File: config.mk
export PLATFORM = sky130hd
export DESIGN_NAME = sva_queue
export DESIGN_NICKNAME = d
export VERILOG_FILES = /design/src/rtl/sva_queue.sv
export SDC_FILE = /design/constraint.sdc
export NUM_CORES = 1
export LEC_CHECK = 0
export BUFFER_PORTS_ARGS = -buffer_cell sky130_fd_sc_hd__buf_2
export CAP_MARGIN = 20
export CORE_UTILIZATION = 40
export DETAILED_ROUTE_END_ITERATION = 10
export GPL_TIMING_DRIVEN = 0
export PLACE_DENSITY = 0.7
export SLEW_MARGIN = 30
export SYNTH_ARGS = -nofsm -noshare
export SYNTH_HDL_FRONTEND = slang
export SYNTH_SLANG_ARGS = --single-unit
File: constraint.sdc
create_clock -name clk -period 2.5 [get_ports clk]
set_input_delay 0.125 -clock clk [delete_from_list [all_inputs] [get_ports clk]]
set_output_delay 0.125 -clock clk [all_outputs]
set_load 0.02 [all_outputs]
File: src/rtl/sva_queue.sv
`default_nettype none
module sva_queue #(
    parameter int WIDTH = 8,
    parameter int DEPTH = 4
) (
    input  wire logic             clk,
    input  wire logic             rst_n,
    input  wire logic             push_valid,
    output logic                  push_ready,
    input  wire logic [WIDTH-1:0] push_data,
    output logic                  pop_valid,
    input  wire logic             pop_ready,
    output logic [WIDTH-1:0]      pop_data
);
    localparam int PTR_W = (DEPTH > 1) ? $clog2(DEPTH) : 1;
    localparam int CNT_W = $clog2(DEPTH + 1);

    logic [WIDTH-1:0] mem_reg [DEPTH];
    logic [PTR_W-1:0] wr_reg, rd_reg;
    logic [CNT_W-1:0] cnt_reg;
    logic             do_push, do_pop;

    assign push_ready = (cnt_reg != CNT_W'(DEPTH));
    assign pop_valid  = (cnt_reg != '0);
    assign pop_data   = mem_reg[rd_reg];
    assign do_push    = push_valid && push_ready;
    assign do_pop     = pop_valid && pop_ready;

    always_ff @(posedge clk)
    begin
        if (do_push)
            mem_reg[wr_reg] <= push_data;
    end

    always_ff @(posedge clk or negedge rst_n)
    begin
        if (!rst_n)
        begin
            wr_reg  <= '0;
            rd_reg  <= '0;
            cnt_reg <= '0;
        end
        else
        begin
            if (do_push)
                wr_reg <= (wr_reg == PTR_W'(DEPTH - 1)) ? '0 : wr_reg + 1'b1;
            if (do_pop)
                rd_reg <= (rd_reg == PTR_W'(DEPTH - 1)) ? '0 : rd_reg + 1'b1;
            if (do_push && !do_pop)
                cnt_reg <= cnt_reg + 1'b1;
            else if (do_pop && !do_push)
                cnt_reg <= cnt_reg - 1'b1;
        end
    end

endmodule
`default_nettype wire

* Word-level counts from Yosys, hierarchy flattened *
Memory sizes are Yosys's and may differ from the RTL's.
Cells that the tools add are included.

word-level totals
  memories kept = 1
  output and inout port bits = 10
  input bits = 12
  bits in writable memories = 32
  word-level logic and storage cells = 25
  register bits = 7

operators by class
  mux-type cells = 6
  equal/unequal tests = 3
  reduce and logical (&&, ||, !) cells = 8
  add/sub/neg operators = 4

memories
  memory   words  width  read ports  clocked after Yosys merged registers in  write ports  line  text
  mem_reg  4      8      1           0                                        1            18    logic [WIDTH-1:0] mem_reg [DEPTH];

operators with widths
  kind                                              count
  2-to-1 mux 3 bit                                  2
  adder 2 x 1 -> 2 bit, second input constant       2
  == test 2 bit, second input constant              2
  logical AND 1 bit                                 4
  2-to-1 mux 2 bit                                  2
  adder 3 x 1 -> 3 bit, second input constant       1
  != test 3 bit, second input constant              1
  nonzero test 3 bit                                1
  subtractor 3 x 1 -> 3 bit, second input constant  1
  logical NOT 1 bit                                 2
  2-to-1 mux 1 bit                                  2
  nonzero test 2 bit                                1

* Longest topological paths before layout *
  depth in word-level cells = 6
  depth in mapped cells = 8
  gate-level depth less buffers = 8

* Worst setup path before layout *
No wires, ideal clock.

  path kind = register to register
  from = register cnt_reg[0]
  to = register cnt_reg[2]
  clock period less this slack = 2.147 ns
  cell stages (with the launch flop) = 9
  data required time = 2.421 ns
  arrival time = 2.068 ns
  path slack = 0.353 ns
  buffers on the path = 0
  cell sequence = dfrtp_1 -> or3_2 -> nand2_1 -> ha_1 -> inv_1 -> fa_1 -> xor2_1 -> nor2_1 -> xor2_1

on the way
  cells in the longest elaborated chain, start to end = 5

ends and longest elaborated chain
  item                                                           line  text
  from (decl)                                                    20    logic [CNT_W-1:0] cnt_reg;
  from (signal assigned)                                         50    cnt_reg <= cnt_reg + 1'b1;
  from (signal assigned)                                         52    cnt_reg <= cnt_reg - 1'b1;
  nonzero test 3 bit (*)                                         24    assign pop_valid = (cnt_reg != '0);
  named net pop_valid                                            11    output logic pop_valid,
  logical AND 1 bit (*)                                          27    assign do_pop = pop_valid && pop_ready;
  logical NOT 1 bit                                              49    if (do_push && !do_pop)
  logical AND 1 bit                                              49
  2-to-1 mux 3 bit / nonzero test 2 bit (equally long branches)  --

Mark *: on every way through the listed nets, which the timed path passes. The rest lies on a longest branch. The select of a mux whose other input is x is not followed.
A chain may end at the register's enable or synchronous reset.

* Worst setup path after layout *
  from = register cnt_reg[0]
  to = register cnt_reg[2]

on the way
  cells in the longest elaborated chain, start to end = 5

ends and longest elaborated chain
  item
  branches (longest 5 deep; another with subtractor 3 x 1 -> 3 bit)

Parallel ways; which one is timed is not known. The select of a mux whose other input is x is not followed.

==> metrics <==
status finished clean; CTS resizes 0; Post-Syn Area per Cell 20.4 um^2; static leakage 0.000727 uW; most frequent cells in the layout edfxtp_1 (32), buf_2 (22), mux4_2 (8); post-synth cell types 18; total of max-cap violations 0; Synth Cell Area 0.00159 mm^2; grt total ovfl 0; CP Class flop to flop; Req. time, crit path 2.71 ns; max reg flops 32; WL per Instance 15.1 um; Via density 4.95; Synth Instances 78; FF+latch count, synth 39; Peak VDD IR 0.000802 V; Core ar. 0.00374 mm^2; PortBufs 21; final clock skew 0.00318 ns; Final Hold Viols 0; crit end category flop; GRT Overall Usage 13.3%; met3 WL post-DR 119 um; area grow syn2layout 19.3%; H-tree depth 2; Tcrit/Tclk final 88.3%; syn_nets 97; clk sinks 39; post-synth top area cell edfxtp_1; switching power total 716 uW; # rows 22; WL met1 973 um; largest net degree at the start of global routing 13; Routed WL 2.36 mm; Initial Utilization 42.6%; clk buf depth 2; met2 WL post-DR 1.27 mm; commonest non-fill, non-tap cell in the layout edfxtp_1; sequential share of power 40.3%; startpoint types flop; Horiz. Die Dim 65.1 um; Final ANT Viol Nets 0; dpl cell area 0.00176 mm^2; DIE AREA 0.00424 mm^2; Nets 126; Worst slew margin 62.3%; DR vias 772; ANT cells 0; initial antenna violation count 0; first-pass GRT wire length 3.93 mm; GP Congestion 0.674; share of post-route cells with drive strength above 1 45.4%; final-report max-slew violation count 0; crit-path max FO 4; initial DRC count 45; DRT Pass-1 Iters 4; Pwr Density 1250 mW/mm^2; top-area cell type share of the netlist area 60.3%; DP Wirelength 1.67 mm; RSZ-0062 raised after global routing no; vias in the first global route 831; clk_lat worst skew 0.28 ns; Combinational Power Share 34.5%; YS warnings 0; clock power share 25.3%; post-synthesis sequential area ratio 71.3%; CTS Buf Count 5; uppermost routed layer met3; critical path data arrival time 2.42 ns; FMAX 453 MHz; Clock transition at path regs 0.07 ns; Switching Share 30.0%; endpoints failing setup 0; Area contributors post-synth edfxtp_1 (60%), mux4_2 (11%), dfrtp_1 (11%), ha_1 (4.7%), mux2_2 (2.1%); Pint 1670 uW; Tightest Pin Transition 0.565 ns; Finished Cell Area 0.00190 mm^2; Tmin final 2.21 ns; CTS tree built; root buf cell clkbuf_8; Die Ht 65.1 um; Min-Delay Path Class input port to flop; IO Count 22; DRC viols 0; setup TNS 0 ns
## kinds of logic after synthesis
| logic type | share of synthesized area [%] |
|---|---|
| xor+xnor | 1.65 |
| fa+ha+maj | 5.97 |
| mux | 15.3 |
| flops | 71.3 |
| buf+inv | 1.26 |
| simple gates | 4.55 |
## per-layer routing
layer,vias up,GRT usage [%]
li1,361,-
met1,391,15.7
met2,20,22.5
met3,0,5.56
met4,0,3.26
met5,-,0
## critical path, cell delays in order (launching register included)
cell and delay, ns:
dfrtp_1 0.43, or3_2 0.49, nand2_1 0.16, ha_1 0.21, inv_1 0.06, fa_1 0.38, xor2_1 0.15, nor2_1 0.12
xor2_1 0.14
## area by class of cell
cell class | count | area, um^2
Buffer | 2 | 8.76
Clock buffer | 6 | 72.6
Clock inverter | 2 | 60.1
Fill cell | 334 | 1840
Multi-Input combinational cell | 34 | 438
Sequential cell | 39 | 1140
Tap cell | 48 | 60.1
Inverter | 3 | 11.3
Timing Repair Buffer | 22 | 115
## metrics by stage
step	setup slack [ns]	hold WS (ns)	power (uW)	util [%]	std cells
floorplan	0.353	-0.171	1580	-	78
global placement	0.389	-0.0399	1760	47.0	147
detailed placement	0.307	-0.0322	1810	47.0	147
CTS	0.283	0.0405	2420	50.8	156
global route	0.110	0.0400	2530	50.8	156
finish	0.294	0.0499	2380	50.8	156
## synthesized netlist by cell type, drive strengths merged
cell,instances
edfxtp,32
mux4,8
dfrtp,7
ha,6
mux2,5
and3,4
inv,3
nor2,3
buf,2
xor2,2
and2,1
fa,1
nand2,1
or3,1
or3b,1
xnor2,1
## timing repair
| action | in CTS | in global routing |
|---|---|---|
| hold buffers | 1 | 0 |
| setup buffers | 0 | 0 |
| endpoints found under the hold margin | 7 | 0 |
## power groups by stage
stage | sequential [uW] | clock (uW) | combinational [uW]
final | 958 | 602 | 820
after CTS | 961 | 614 | 841
after floorplan | 950 | 0 | 628
after global routing | 979 | 637 | 910
after detailed placement | 973 | 0 | 836
after global placement | 959 | 0 | 802
## final timing paths
kind	from	to	slack, ns	cells after the start
worst max-delay path	cnt_reg[0]	cnt_reg[2]	0.29	8
min in group asynchronous	rst_n	wr_reg[0]	0.19	2
worst max register to register	cnt_reg[0]	cnt_reg[2]	0.29	8
worst min register to register	cnt_reg[2]	cnt_reg[2]	0.49	1
worst min-delay path	push_data[0]	mem_reg[0][0]	0.05	1
max in group asynchronous	rst_n	rd_reg[1]	2.15	2
Note: power is estimated with default switching activity, not from simulation.
